`src/design/speed_ramp_profile_generator_assert.svh`:
```
// ----------------------------------------------------------------------------
// Assertion macros for the speed ramp profile generator
// Clocked on clk and disabled during rst.
// ----------------------------------------------------------------------------
`ifndef SPEED_RAMP_PROFILE_GENERATOR_ASSERT_SVH
`define SPEED_RAMP_PROFILE_GENERATOR_ASSERT_SVH

// Same-cycle implication.
`define SRPG_ASSERT_IMP(lbl, cond, prop) \
  lbl: assert property (@(posedge clk) disable iff (rst) (cond) |-> (prop)) \
    else $error("srpg assertion failed: same-cycle check");

// Next-cycle implication.
`define SRPG_ASSERT_NXT(lbl, cond, prop) \
  lbl: assert property (@(posedge clk) disable iff (rst) (cond) |=> (prop)) \
    else $error("srpg assertion failed: next-cycle check");

`endif

```
`src/design/srpg_pkg.sv`:
```
// ----------------------------------------------------------------------------
// srpg_pkg
// Types and constants shared by the speed ramp profile generator modules.
// ----------------------------------------------------------------------------
package srpg_pkg;

  typedef enum logic [1:0] {
    REQ_TICK  = 2'd0,
    REQ_START = 2'd1,
    REQ_STOP  = 2'd2,
    REQ_NONE  = 2'd3
  } req_t;

  localparam logic [0:0]  REG_ALPHA         = 1'b0;
  localparam logic [0:0]  REG_FLOOR_SPEED   = 1'b1;
  localparam logic [15:0] ALPHA_LIMIT       = 16'd32768;
  localparam logic [30:0] FLOOR_SPEED_RESET = 31'd163840;

  // Shared multiply/divide unit widths.
  localparam int MD_A_W = 64;
  localparam int MD_B_W = 34;
  localparam int MD_D_W = 32;

  typedef enum logic {MD_MUL, MD_DIV} md_op_t;

  typedef struct packed {
    logic              go;
    md_op_t            op;
    logic [MD_A_W-1:0] a;
    logic [MD_B_W-1:0] b;
  } md_req_t;

  typedef struct packed {
    logic                     busy;
    logic                     done;
    logic [MD_A_W+MD_B_W-1:0] prod;
    logic [MD_A_W-1:0]        quot;
  } md_rsp_t;

  typedef struct packed {
    logic [15:0] alpha;
    logic [30:0] floor_speed;
  } srpg_cfg_t;

  typedef struct packed {
    req_t        req;
    logic [31:0] now;
    logic [31:0] speed;
    logic [31:0] target;
    logic [15:0] dur;
  } srpg_item_t;

  typedef struct packed {
    logic [31:0] speed;
    logic        running;
  } srpg_res_t;

  typedef struct packed {
    logic idle;
    logic done;
    logic md_go;
    logic md_busy;
  } srpg_stat_t;

  typedef enum logic [3:0] {
    CS_IDLE, CS_DECODE, CS_START_FIN, CS_CONST_FIN, CS_SM_SETUP, CS_SM_DIV1,
    CS_SM_DIV2, CS_SM_SQ, CS_SM_FRAC, CS_SM_PART, CS_SAT, CS_DONE
  } core_state_t;

  typedef enum logic [1:0] {SC_RISE, SC_FLAT, SC_FALL} seg_t;

endpackage

```
`src/design/srpg_muldiv.sv`:
```
// ----------------------------------------------------------------------------
// srpg_muldiv
// Bit-serial unsigned shift-add multiplier and restoring divider, one bit
// per cycle. The result is valid in the cycle that done is high.
// ----------------------------------------------------------------------------
module srpg_muldiv import srpg_pkg::*; (
  input  logic    clk,
  input  logic    rst,
  input  md_req_t req,
  output md_rsp_t rsp
);

  logic              busy;
  logic              done;
  md_op_t            op;
  logic [6:0]        cnt;
  logic [MD_A_W-1:0] a_reg;
  logic [MD_A_W-1:0] hi;
  logic [MD_B_W-1:0] lo;
  logic [MD_D_W-1:0] rem;
  logic [MD_A_W-1:0] quo;
  logic [MD_D_W-1:0] divisor;

  logic [MD_A_W:0]   msum;
  logic [MD_D_W:0]   trial;
  logic [MD_D_W:0]   diff;
  logic              ge;
  logic              last;

  always_comb begin
    msum  = {1'b0, hi} + (lo[0] ? {1'b0, a_reg} : {(MD_A_W+1){1'b0}});
    trial = {rem, quo[MD_A_W-1]};
    diff  = trial - {1'b0, divisor};
    ge    = (trial >= {1'b0, divisor});
    last  = (op == MD_MUL) ? (cnt == 7'(MD_B_W - 1)) : (cnt == 7'(MD_A_W - 1));
  end

  always_ff @(posedge clk) begin
    if (rst) begin
      busy <= 1'b0;
      done <= 1'b0;
      cnt  <= '0;
    end else begin
      done <= 1'b0;
      if (req.go) begin
        busy    <= 1'b1;
        op      <= req.op;
        cnt     <= '0;
        a_reg   <= req.a;
        hi      <= '0;
        lo      <= req.b;
        rem     <= '0;
        quo     <= req.a;
        divisor <= req.b[MD_D_W-1:0];
      end else if (busy) begin
        if (op == MD_MUL) begin
          {hi, lo} <= {msum, lo[MD_B_W-1:1]};
        end else begin
          rem <= ge ? diff[MD_D_W-1:0] : trial[MD_D_W-1:0];
          quo <= {quo[MD_A_W-2:0], ge};
        end
        cnt <= cnt + 7'd1;
        if (last) begin
          busy <= 1'b0;
          done <= 1'b1;
        end
      end
    end
  end

  assign rsp.busy = busy;
  assign rsp.done = done;
  assign rsp.prod = {hi, lo};
  assign rsp.quot = quo;

endmodule

```
`src/design/srpg_core.sv`:
```
// ----------------------------------------------------------------------------
// srpg_core
// Ramp state and the sequencer that drives the shared multiply/divide unit
// through the start, constant-rate and smooth-profile computations.
// ----------------------------------------------------------------------------
module srpg_core import srpg_pkg::*; (
  input  logic       clk,
  input  logic       rst,
  input  srpg_cfg_t  cfg,
  input  logic       start,
  input  srpg_item_t item,
  input  logic       take,
  output srpg_res_t  res,
  output srpg_stat_t stat
);

  md_req_t md_req;
  md_rsp_t md_rsp;

  srpg_muldiv u_muldiv (
    .clk (clk),
    .rst (rst),
    .req (md_req),
    .rsp (md_rsp)
  );

  core_state_t        state, state_next;
  logic               active, active_next;
  logic signed [31:0] goal, goal_next;
  logic [15:0]        rdur, rdur_next;
  logic signed [49:0] mean, mean_next;
  logic signed [33:0] delta, delta_next;
  logic [31:0]        rwidth, rwidth_next;
  logic [31:0]        stamp, stamp_next;
  logic [31:0]        last, last_next;
  srpg_item_t         r_item, r_item_next;
  logic signed [48:0] acc, acc_next;
  logic [31:0]        s_reg, s_reg_next;
  seg_t               seg, seg_next;
  logic               pass, pass_next;
  logic [30:0]        x_reg, x_reg_next;
  logic [31:0]        res_speed, res_speed_next;

  logic signed [31:0] speed_s, min_s, start_speed;
  logic signed [33:0] delta_new;
  logic [32:0]        dmag_new, dmag;
  logic [15:0]        tdur_fix, a_clamp;
  logic [31:0]        cur;
  logic               reached;
  logic signed [32:0] dt;
  logic [32:0]        tmag;
  logic [48:0]        amag;
  logic               neg_c;
  logic               ratio_ok;
  logic [31:0]        tsel, tms, tq, tfull, dq;
  logic [32:0]        numb;
  logic [29:0]        sf;
  logic [30:0]        frac_sq;
  logic [32:0]        part;
  logic signed [48:0] spart;
  logic               bigc;
  logic [46:0]        stepm;
  logic signed [48:0] stepx;

  always_comb begin
    speed_s     = $signed(r_item.speed);
    min_s       = $signed({1'b0, cfg.floor_speed});
    start_speed = (speed_s < min_s) ? min_s : speed_s;
    delta_new   = 34'($signed(r_item.target)) - 34'(start_speed);
    dmag_new    = delta_new[33] ? 33'(-delta_new) : delta_new[32:0];
    dmag        = delta[33] ? 33'(-delta) : delta[32:0];
    tdur_fix    = (r_item.dur == 16'd0) ? 16'd1 : r_item.dur;
    a_clamp     = (cfg.alpha > ALPHA_LIMIT) ? ALPHA_LIMIT : cfg.alpha;
    cur         = r_item.now - stamp;
    reached     = (delta == 34'sd0) ||
                  (!delta[33] && (speed_s >= goal)) ||
                  (delta[33] && (speed_s <= goal));
    dt          = $signed({1'b0, cur}) - $signed({1'b0, last});
    tmag        = dt[32] ? 33'(-dt) : dt[32:0];
    amag        = mean[49] ? 49'(-mean) : mean[48:0];
    neg_c       = mean[49] ^ dt[32];
    ratio_ok    = (39'(cur) * 39'd100) < (39'(rdur) * 39'd105);
    // Times past the ramp end count as the ramp end.
    tsel        = pass ? last : cur;
    tms         = (tsel > {16'd0, rdur}) ? {16'd0, rdur} : tsel;
    tq          = {tms[15:0], 16'd0};
    tfull       = {rdur, 16'd0};
    dq          = tfull - rwidth;
    numb        = {tq, 1'b0} - {1'b0, rwidth};
    sf          = md_rsp.prod[60:31];
    frac_sq     = (seg == SC_RISE) ? {1'b0, sf} : (31'h4000_0000 - {1'b0, sf});
    part        = md_rsp.prod[62:30];
    spart       = delta[33] ? -$signed({16'd0, part}) : $signed({16'd0, part});
    bigc        = |md_rsp.prod[97:62];
    stepm       = bigc ? 47'h100_0000_0000 : md_rsp.prod[62:16];
    stepx       = neg_c ? -$signed({2'b0, stepm}) : $signed({2'b0, stepm});
  end

  always_comb begin
    state_next     = state;
    active_next    = active;
    goal_next      = goal;
    rdur_next      = rdur;
    mean_next      = mean;
    delta_next     = delta;
    rwidth_next    = rwidth;
    stamp_next     = stamp;
    last_next      = last;
    r_item_next    = r_item;
    acc_next       = acc;
    s_reg_next     = s_reg;
    seg_next       = seg;
    pass_next      = pass;
    x_reg_next     = x_reg;
    res_speed_next = res_speed;
    md_req         = '0;
    md_req.op      = MD_MUL;

    unique case (state)
      CS_IDLE: begin
        if (start) begin
          r_item_next = item;
          state_next  = CS_DECODE;
        end
      end
      CS_DECODE: begin
        unique case (r_item.req)
          REQ_START: begin
            active_next    = 1'b1;
            goal_next      = $signed(r_item.target);
            rdur_next      = tdur_fix;
            delta_next     = delta_new;
            rwidth_next    = 32'(a_clamp) * 32'(tdur_fix);
            stamp_next     = r_item.now;
            last_next      = '0;
            res_speed_next = start_speed;
            md_req.go      = 1'b1;
            md_req.op      = MD_DIV;
            md_req.a       = {15'd0, dmag_new, 16'd0};
            md_req.b       = {18'd0, tdur_fix};
            state_next     = CS_START_FIN;
          end
          REQ_STOP: begin
            active_next    = 1'b0;
            res_speed_next = {1'b0, cfg.floor_speed};
            state_next     = CS_DONE;
          end
          REQ_TICK: begin
            if (!active || reached) begin
              res_speed_next = r_item.speed;
              state_next     = CS_DONE;
            end else if (rwidth == 32'd0) begin
              md_req.go  = 1'b1;
              md_req.op  = MD_MUL;
              md_req.a   = {15'd0, amag};
              md_req.b   = {1'b0, tmag};
              state_next = CS_CONST_FIN;
            end else if (ratio_ok) begin
              pass_next  = 1'b0;
              acc_next   = 49'(speed_s);
              state_next = CS_SM_SETUP;
            end else begin
              res_speed_next = goal;
              last_next      = cur;
              state_next     = CS_DONE;
            end
          end
          default: begin
            res_speed_next = r_item.speed;
            state_next     = CS_DONE;
          end
        endcase
      end
      CS_START_FIN: begin
        if (md_rsp.done) begin
          mean_next  = delta[33] ? -$signed({1'b0, md_rsp.quot[48:0]})
                                 : $signed({1'b0, md_rsp.quot[48:0]});
          state_next = CS_DONE;
        end
      end
      CS_CONST_FIN: begin
        if (md_rsp.done) begin
          acc_next   = 49'(speed_s) + stepx;
          state_next = CS_SAT;
        end
      end
      CS_SM_SETUP: begin
        md_req.go = 1'b1;
        md_req.op = MD_DIV;
        md_req.b  = {2'd0, dq};
        if (tq <= rwidth) begin
          seg_next   = SC_RISE;
          s_reg_next = tq;
          md_req.a   = {2'd0, tq, 30'd0};
          state_next = CS_SM_DIV1;
        end else if (tq > dq) begin
          seg_next   = SC_FALL;
          s_reg_next = tfull - tq;
          md_req.a   = {2'd0, tfull - tq, 30'd0};
          state_next = CS_SM_DIV1;
        end else begin
          seg_next   = SC_FLAT;
          md_req.a   = {2'd0, numb, 29'd0};
          state_next = CS_SM_FRAC;
        end
      end
      CS_SM_DIV1: begin
        if (md_rsp.done) begin
          x_reg_next = md_rsp.quot[30:0];
          md_req.go  = 1'b1;
          md_req.op  = MD_DIV;
          md_req.a   = {2'd0, s_reg, 30'd0};
          md_req.b   = {2'd0, rwidth};
          state_next = CS_SM_DIV2;
        end
      end
      CS_SM_DIV2: begin
        if (md_rsp.done) begin
          md_req.go  = 1'b1;
          md_req.op  = MD_MUL;
          md_req.a   = {33'd0, x_reg};
          md_req.b   = {3'd0, md_rsp.quot[30:0]};
          state_next = CS_SM_SQ;
        end
      end
      CS_SM_SQ: begin
        if (md_rsp.done) begin
          md_req.go  = 1'b1;
          md_req.op  = MD_MUL;
          md_req.a   = {31'd0, dmag};
          md_req.b   = {3'd0, frac_sq};
          state_next = CS_SM_PART;
        end
      end
      CS_SM_FRAC: begin
        if (md_rsp.done) begin
          md_req.go  = 1'b1;
          md_req.op  = MD_MUL;
          md_req.a   = {31'd0, dmag};
          md_req.b   = {3'd0, md_rsp.quot[30:0]};
          state_next = CS_SM_PART;
        end
      end
      CS_SM_PART: begin
        if (md_rsp.done) begin
          // First pass adds the gain up to now, second removes the gain up to the last tick.
          if (!pass) begin
            acc_next   = acc + spart;
            pass_next  = 1'b1;
            state_next = CS_SM_SETUP;
          end else begin
            acc_next   = acc - spart;
            state_next = CS_SAT;
          end
        end
      end
      CS_SAT: begin
        if (acc > 49'sd2147483647) begin
          res_speed_next = 32'h7FFF_FFFF;
        end else if (acc < -49'sd2147483648) begin
          res_speed_next = 32'h8000_0000;
        end else begin
          res_speed_next = acc[31:0];
        end
        last_next  = cur;
        state_next = CS_DONE;
      end
      CS_DONE: begin
        if (take) begin
          state_next = CS_IDLE;
        end
      end
      default: state_next = CS_IDLE;
    endcase
  end

  always_ff @(posedge clk) begin
    if (rst) begin
      state  <= CS_IDLE;
      active <= 1'b0;
      goal   <= '0;
      rdur   <= 16'd1;
      mean   <= '0;
      delta  <= '0;
      rwidth <= '0;
      stamp  <= '0;
      last   <= '0;
      pass   <= 1'b0;
    end else begin
      state  <= state_next;
      active <= active_next;
      goal   <= goal_next;
      rdur   <= rdur_next;
      mean   <= mean_next;
      delta  <= delta_next;
      rwidth <= rwidth_next;
      stamp  <= stamp_next;
      last   <= last_next;
      pass   <= pass_next;
    end
  end

  always_ff @(posedge clk) begin
    r_item    <= r_item_next;
    acc       <= acc_next;
    s_reg     <= s_reg_next;
    seg       <= seg_next;
    x_reg     <= x_reg_next;
    res_speed <= res_speed_next;
  end

  assign res.speed    = res_speed;
  assign res.running  = active;
  assign stat.idle    = (state == CS_IDLE);
  assign stat.done    = (state == CS_DONE);
  assign stat.md_go   = md_req.go;
  assign stat.md_busy = md_rsp.busy;

endmodule

```
`src/design/speed_ramp_profile_generator.sv`:
```
// ----------------------------------------------------------------------------
// speed_ramp_profile_generator
// Items are taken one at a time: a new item is accepted only once the core is back in idle.
// Stop, idle or finished ticks need no multiply/divide; start, constant-rate and smooth ticks
// wait on the one-bit-per-cycle multiply/divide. Sync reset.
// ----------------------------------------------------------------------------
`include "speed_ramp_profile_generator_assert.svh"

module speed_ramp_profile_generator import srpg_pkg::*; (
  input  logic         clk,
  input  logic         rst,
  input  logic         cfg_we,
  input  logic [0:0]   cfg_index,
  input  logic [30:0]  cfg_data,
  input  logic         s_axis_tvalid,
  output logic         s_axis_tready,
  // now_ms[31:0], speed_in[63:32], target[95:64], duration_ms[111:96]
  input  logic [111:0] s_axis_tdata,
  // req_type[1:0]
  input  logic [1:0]   s_axis_tuser,
  output logic         m_axis_tvalid,
  input  logic         m_axis_tready,
  // speed_out[31:0]
  output logic [31:0]  m_axis_tdata,
  // running[0]
  output logic         m_axis_tuser
);

  srpg_cfg_t  cfg;
  srpg_item_t item;
  srpg_res_t  res;
  srpg_stat_t stat;
  logic       take;
  logic       accept;

  always_ff @(posedge clk) begin
    if (rst) begin
      cfg.alpha       <= '0;
      cfg.floor_speed <= FLOOR_SPEED_RESET;
    end else if (cfg_we) begin
      unique case (cfg_index)
        REG_ALPHA:       cfg.alpha       <= cfg_data[15:0];
        REG_FLOOR_SPEED: cfg.floor_speed <= cfg_data;
        default: ;
      endcase
    end
  end

  assign item.req    = req_t'(s_axis_tuser);
  assign item.now    = s_axis_tdata[31:0];
  assign item.speed  = s_axis_tdata[63:32];
  assign item.target = s_axis_tdata[95:64];
  assign item.dur    = s_axis_tdata[111:96];

  assign s_axis_tready = stat.idle;
  assign accept        = s_axis_tvalid && s_axis_tready;
  assign take          = !m_axis_tvalid || m_axis_tready;

  srpg_core u_core (
    .clk   (clk),
    .rst   (rst),
    .cfg   (cfg),
    .start (accept),
    .item  (item),
    .take  (take),
    .res   (res),
    .stat  (stat)
  );

  // Output register lets the core go back to idle while a result waits.
  always_ff @(posedge clk) begin
    if (rst) begin
      m_axis_tvalid <= 1'b0;
    end else if (stat.done && take) begin
      m_axis_tvalid <= 1'b1;
    end else if (m_axis_tready) begin
      m_axis_tvalid <= 1'b0;
    end
  end

  always_ff @(posedge clk) begin
    if (stat.done && take) begin
      m_axis_tdata <= res.speed;
      m_axis_tuser <= res.running;
    end
  end

  `SRPG_ASSERT_NXT(a_busy_after_accept, accept, !s_axis_tready)
  `SRPG_ASSERT_IMP(a_unit_free_on_go, stat.md_go, !stat.md_busy)
  `SRPG_ASSERT_NXT(a_result_loaded, stat.done && take, m_axis_tvalid)

endmodule

```
`config.mk`:
```
export PLATFORM = sky130hd
export DESIGN_NAME = speed_ramp_profile_generator
export DESIGN_NICKNAME = d
export VERILOG_FILES = /design/src/design/srpg_pkg.sv /design/src/design/srpg_muldiv.sv /design/src/design/srpg_core.sv /design/src/design/speed_ramp_profile_generator.sv
export VERILOG_INCLUDE_DIRS = /design/src /design/src/design
export SDC_FILE = /design/constraint.sdc
export NUM_CORES = 2
export LEC_CHECK = 0
export BUFFER_PORTS_ARGS = -buffer_cell sky130_fd_sc_hd__buf_2
export CAP_MARGIN = 20
export CORE_ASPECT_RATIO = 1.5
export CORE_MARGIN = 5
export CORE_UTILIZATION = 50
export DETAILED_ROUTE_END_ITERATION = 6
export GPL_TIMING_DRIVEN = 0
export PLACE_DENSITY_LB_ADDON = 0.1
export SETUP_SLACK_MARGIN = 0.5
export SYNTH_ARGS = -nofsm -noshare
export SYNTH_HDL_FRONTEND = slang
export SYNTH_SLANG_ARGS = --single-unit
```
`constraint.sdc`:
```
create_clock -name clk -period 17.8 [get_ports clk]
set_clock_uncertainty 0.1 [all_clocks]
set_input_delay 3.56 -clock clk [delete_from_list [all_inputs] [get_ports clk]]
set_output_delay 3.56 -clock clk [all_outputs]
set_load 0.02 [all_outputs]
```
# After elaboration in Yosys (flattened, before gate mapping)
# Index checks and enable logic that the tools add are counted.
# W data, S select, Z words.
[totals]
ramBits = 0
latchBits = 0
in_bits = 151
regBits = 874
mem_bits_ro = 0
n_memories = 0
[classes]
n_eq_ne = 34
n_bitwise = 4
n_reduce_logical = 45
n_addsub = 20
n_lt_le_gt_ge = 11
multipliers = 3
mux = 89
n_shift = 0
n_div = 0
[op_table]
columns = ["operator", "count"]
rows = [
  ["$mux W100", 6],
  ["$pmux W100 S6", 1],
  ["$mux W49", 10],
  ["$mux W32", 15],
  ["$mux W64", 7],
  ["$pmux W100 S2", 1],
  ["$pmux W32 S2", 3],
  ["$pmux W49 S3", 1],
  ["$sub A32 B32 Y32", 4],
  ["$mux W34", 3],
  ["$mux W33", 3],
  ["$neg A33 Y33", 3],
  ["$pmux W32 S3", 1],
  ["$sub A32 B32 Y33", 2],
  ["$add A64 B65 Y65", 1],
  ["$le A32 B32 Y1", 2],
  ["$mux W62", 1],
  ["$mux W4", 14],
  ["$mux W50", 1],
  ["$neg A49 Y50", 1],
  ["$add A32 B49 Y49", 1],
  ["$add A49 B49 Y49", 1],
  ["$gt A49 B32 Y1 const B", 1],
  ["$lt A49 B32 Y1 const B", 1],
  ["59 further kinds", 122],
]

# Depth between registers and ports, before layout
[depth]
ltp_word = 10
ltp_mapped = 44
ltp_nobuf = 41

# Hierarchy
# A second synthesis with hierarchy kept.
[unflattened]
cells_unflattened = 9007
hier_area_um2 = 78529.1
[by_module_without_submodules]
columns = ["mod", "seq_area_each_um2", "cells_each", "n_inst", "area_per_inst_um2"]
rows = [
  ["srpg_core", 11991.5, 7242, 1, 58267.1],
  ["srpg_muldiv", 8918.6, 1533, 1, 17226.5],
  ["speed_ramp_profile_generator", 1951.9, 232, 1, 3035.4],
]

# Worst setup path after synthesis
# OpenSTA, ideal clock, no wires.
[synth_timing]
path_type = "register -> register"
start = "register u_core.r_item[80] in the netlist's numbering"
end = "register u_core.acc[0] (enable)"
setup_time_ns = 0.577
arrival_ns = 11.540
required_ns = 17.123
path_stages_with_launch = 38
setup_slack_ns = 5.583
path_cell_list = "edfxtp_1 -> inv_1 -> ha_1 -> inv_1 -> fa_1 -> a211oi_1 -> o21ai_1 -> o211ai_1 -> nand2b_1 -> a21oi_1 -> xor2_1 -> inv_1 -> ha_1 -> ha_1 -> inv_1 -> fa_1 -> inv_1 -> ha_1 -> [... 2 more ...] -> a21oi_1 -> a21oi_1 -> o21ai_0 -> nand2b_1 -> a21oi_1 -> xnor2_1 -> ha_1 -> nor2b_1 -> o21ai_0 -> nand2_1 -> a211oi_1 -> and4_1 -> o2111ai_1 -> nor4_1 -> nand4b_1 -> a211oi_1 -> a31oi_1 -> nor4_1"
[synth_via]
elab_chain_cells = 5
[synth_lines]
columns = ["item", "line_no", "text"]
rows = [
  ["start: declaration", "srpg_core.sv:36", "srpg_item_t r_item, r_item_next;"],
  ["start signal: assignment", "srpg_core.sv:304", "r_item <= r_item_next;"],
  ["$sub A32 B32 Y32", "srpg_core.sv:74", "cur = r_item.now - stamp;"],
  ["$mul A32 B5 Y37", "srpg_core.sv:82", "ratio_ok = (39'(cur) * 39'd100) < (39'(rdur) * 39'd105);"],
  ["$lt A39 B23 Y1", "srpg_core.sv:82", ""],
  ["$ne A2 B1 Y1 (no line)", "-", ""],
  ["$reduce_and A7 Y1 (no line)", "-", ""],
  ["end signal: assignment", "srpg_core.sv:305", "acc <= acc_next;"],
  ["end: declaration", "srpg_core.sv:37", "logic signed [48:0] acc, acc_next;"],
]
# Every way passes these cells.
# A chain may end at the register's enable or synchronous reset.

# Final worst setup path
[layout_timing]
start = "register u_core.r_item[80] in the netlist's numbering"
end = "register u_core.acc[47] (data pin)"
[layout_via]
elab_chain_cells = 7
[layout_lines]
columns = ["item", "line_no", "text"]
rows = [
  ["$sub A32 B32 Y32", "srpg_core.sv:74", ""],
  ["$sub A32 B32 Y33", "srpg_core.sv:78", "dt = $signed({1'b0, cur}) - $signed({1'b0, last});"],
  ["$xor A1 B1 Y1", "srpg_core.sv:81", "neg_c = mean[49] ^ dt[32];"],
  ["$mux W49", "srpg_core.sv:96", "stepx = neg_c ? -$signed({2'b0, stepm}) : $signed({2'b0, stepm});"],
  ["$add A32 B49 Y49", "srpg_core.sv:183", "acc_next = 49'(speed_s) + stepx;"],
  ["$mux W49", "srpg_core.sv:182", "if (md_rsp.done) begin"],
  ["$pmux W49 S3", "srpg_core.sv:119", "unique case (state)"],
  ["via u_core.acc_next[47]", "srpg_core.sv:37", ""],
]
# The timed path passes the listed nets, and every way through them passes these cells. The select of a mux whose other input is x is not followed.

==> out/qor.yml <==
outcome: "complete, but fails checks"
violations: "DRC"
grt_pass1_vias: 70100
drv_cap: 0
worst_pin_slew_ns: 1.36
postLayoutCoreUtil: 0.552
min-delay-path-class: "flop to flop"
rsz0062_at_grt: "no"
p_total_mw: 15.3
drc: 4
cp.depth: 41
clock_tree.root_cell: "clkbuf_16"
cts_tree: "built"
crit_end: "u_core.acc[47]$_DFFE_PP_"
yosysUniqueCellTypes: 115
r2r_cells: 41
htree_levels: 3
crit_start: "u_core.r_item[80]$_DFFE_PP_"
cts-resized-gates: 0
path_buf_inv: 5
critPathMaxFanout: 10
yosys_most_used_dff: "edfxtp_1"
ant_nets: 0
synthTopCellsByCount: "975 x nand2_1, 810 x inv_1, 741 x ha_1"
crit_path_start_kind: "flop"
placed_cell_area_um2: 81900
grt_usage: 0.386
powerDensity_nw_per_um2: 180
period_minus_slack_ns: 13.27
period_share: 0.745
reg.largest.list: "u_core.r_item x82, u_core.u_muldiv.hi x64, u_core.u_muldiv.quo x64"
vias_per_cell: 6.20
cp_slowest_cell: "xnor2_1"
dp_hpwl_um: 268000
dieHeight_um: 492
grt_max_degree: 60
synthesis.area_um2: 77500
ir_drop_mv: 0.627
critical_path.endpoint_type: "flop"
max_stage_delay_ns: 0.86
port_buffers: 185
grt_overflow_total: 0
synth_edf_count: 566
rows: 177
yosys.area.top_type: "edfxtp_1"
slew_violations: 0
vias: 71000
start_util: 0.501
cp_top_family: "compound AO/OA/AOI/OAI gates"
antenna_found_initial: 16
ys_ff_latch: 856
fin_area_um2: 85400
drt_wl_total_um: 327000
die_area_um2: 163000
yosysMostFrequentCell: "nand2_1"
die_w_um: 331
r2r_end: "u_core.acc[47]$_DFFE_PP_"
cts.sinks: 856
r2r_setup_slack_ns: 4.53
synth_cells: 8946
yosys_warnings: 0
crit_arrival_ns: 13.60
r2r_start: "u_core.r_item[80]$_DFFE_PP_"
grt_pass1_wl_um: 467000
ctsHoldBuffers: 0
post_drt_wl_per_cell_um: 28.5
pin_count: 186
slew_headroom: 0.0942
fill_cells: 14700
setup_tns_ns: 0
largest_reg_flops: 82
crit_type: "flop to flop"
cts-buffers-inserted: 93
synth_top_area_frac: 0.219
regMostFlops: "u_core.r_item"
p_leak_nw: 35.4
drive_above_1_share: 0.0633
cts_buffer_depth: 3
timing.hold.ws_ns: 0.321
area_delta_synth_final_pct: 10.1
syn-num-nets: 10100
hold_viol_final: 0
place_congestion: 1.06
drtPass1Iterations: 7
synth.area.top_cells: "edfxtp_1 22%, ha_1 12%, dfxtp_1 7.5%, fa_1 6.5%, nand2_1 4.7%"
post_cts_buffers: 0
coreArea_um2: 155000
max_freq_mhz: 75.4
dr.first_iter.drc_count: 6472
nets: 10400
synthArstFlopShare: 0
clkLatencyLatePin_ns: 0.79
setup-violations-final: 0
yosysSeqAreaShare: 0.294
cts.clk_slew.worst_paths_ns: 0.07
critPathRequiredTime_ns: 18.13
syn-mean-instance-area_um2: 8.66
[worst reg2reg max path, delay by kind of cell (launching register included)]
kind                       cells  cell delay, ns
AOI/OAI and AO/OA             24            6.80
xor gates and xnor gates       3            1.91
adders and majority gates      5            1.59
buffers and inverters          5            1.22
and+or+nand+nor                3            0.66
DFF                            1            0.44
muxes                          1            0.23
[placed cells by master (no fill, tap or decap), types with 72 or more instances in the layout]
cell,instances
a31oi_1,73
nor2b_1,92
a211oi_1,103
and2_1,228
a21o_1,300
o211ai_1,75
o31ai_1,79
clkbuf_1,358
nor3_1,146
mux2i_1,72
a22o_1,72
dfxtp_1,290
o21ai_0,477
nand2b_1,86
nand4_1,72
a21oi_1,638
nor2_1,579
edfxtp_1,566
ha_1,741
nand3_1,131
clkbuf_16,94
or3_1,86
inv_1,810
o21a_1,81
nand2_1,975
fa_1,251
xnor2_1,343
buf_2,221
xor2_1,299
[where the power goes]
group | switching (mW) | internal [mW] | total (mW)
sequential | 0.314 | 2.51 | 2.82
combinational | 6.59 | 3.72 | 10.3
clock | 0.961 | 1.23 | 2.19
total | 7.87 | 7.46 | 15.3
[per-layer routing]
metal,wire length [µm],global-route usage,part of all wire
met1,109000,0.386,0.33
met2,156000,0.670,0.48
met3,20800,0.0715,0.064
met4,40200,0.372,0.12
met5,9,0,0.000028
[stage by stage]
step,setup slack (ns),std cells
after floorplan,5.58,8946
after global placement,-1.13,11200
after detailed placement,4.63,11200
after CTS,4.54,11400
after global routing,4.23,11400
final,4.53,11400
[worst min path at each step]
| stage | from | end | slack (ns) | cells after the start |
|---|---|---|---|---|
| after detailed placement | u_core.res_speed[11]$_DFFE_PP_ | m_axis_tdata[11]$_DFFE_PP_ | 0.30 | 0 |
| after CTS | u_core.res_speed[11]$_DFFE_PP_ | m_axis_tdata[11]$_DFFE_PP_ | 0.32 | 0 |
| after global placement | u_core.res_speed[30]$_DFFE_PP_ | m_axis_tdata[30]$_DFFE_PP_ | 0.30 | 0 |
| after floorplan | u_core.res_speed[0]$_DFFE_PP_ | m_axis_tdata[0]$_DFFE_PP_ | 0.30 | 0 |
| after global routing | u_core.res_speed[28]$_DFFE_PP_ | m_axis_tdata[28]$_DFFE_PP_ | 0.33 | 0 |
| final | u_core.res_speed[2]$_DFFE_PP_ | m_axis_tdata[2]$_DFFE_PP_ | 0.32 | 0 |
[kinds of logic (layout without fill, tap and decap cells)]
logic type / count (synthesis) / count (layout) / share of synthesized area
XOR/XNOR: 645 / 645 / 0.0731
adder cells (fa/ha/maj): 998 / 998 / 0.185
AND/OR/NAND/NOR: 2695 / 2695 / 0.166
multiplexers: 85 / 85 / 0.0112
AO/OA/AOI/OAI: 2438 / 2438 / 0.209
other: 0 / 13 / 0
buffers and inverters: 1229 / 1653 / 0.0606
flip-flops: 856 / 856 / 0.294
[layout make-up]
cell class | instances | area (µm²) | area share
inverters | 814 | 3060 | 0.0358
multi-input cells | 6861 | 50100 | 0.587
repair buffers | 249 | 1760 | 0.0206
flip-flops and latches | 856 | 22800 | 0.267
clock buffers | 103 | 2410 | 0.0282
plain buffers | 415 | 1640 | 0.0192
clock inverters | 72 | 985 | 0.0115
diodes | 13 | 32.5 | 0.000381
well taps | 2058 | 2570 | 0.0302
No activity file was read; power rests on OpenSTA's default activity.
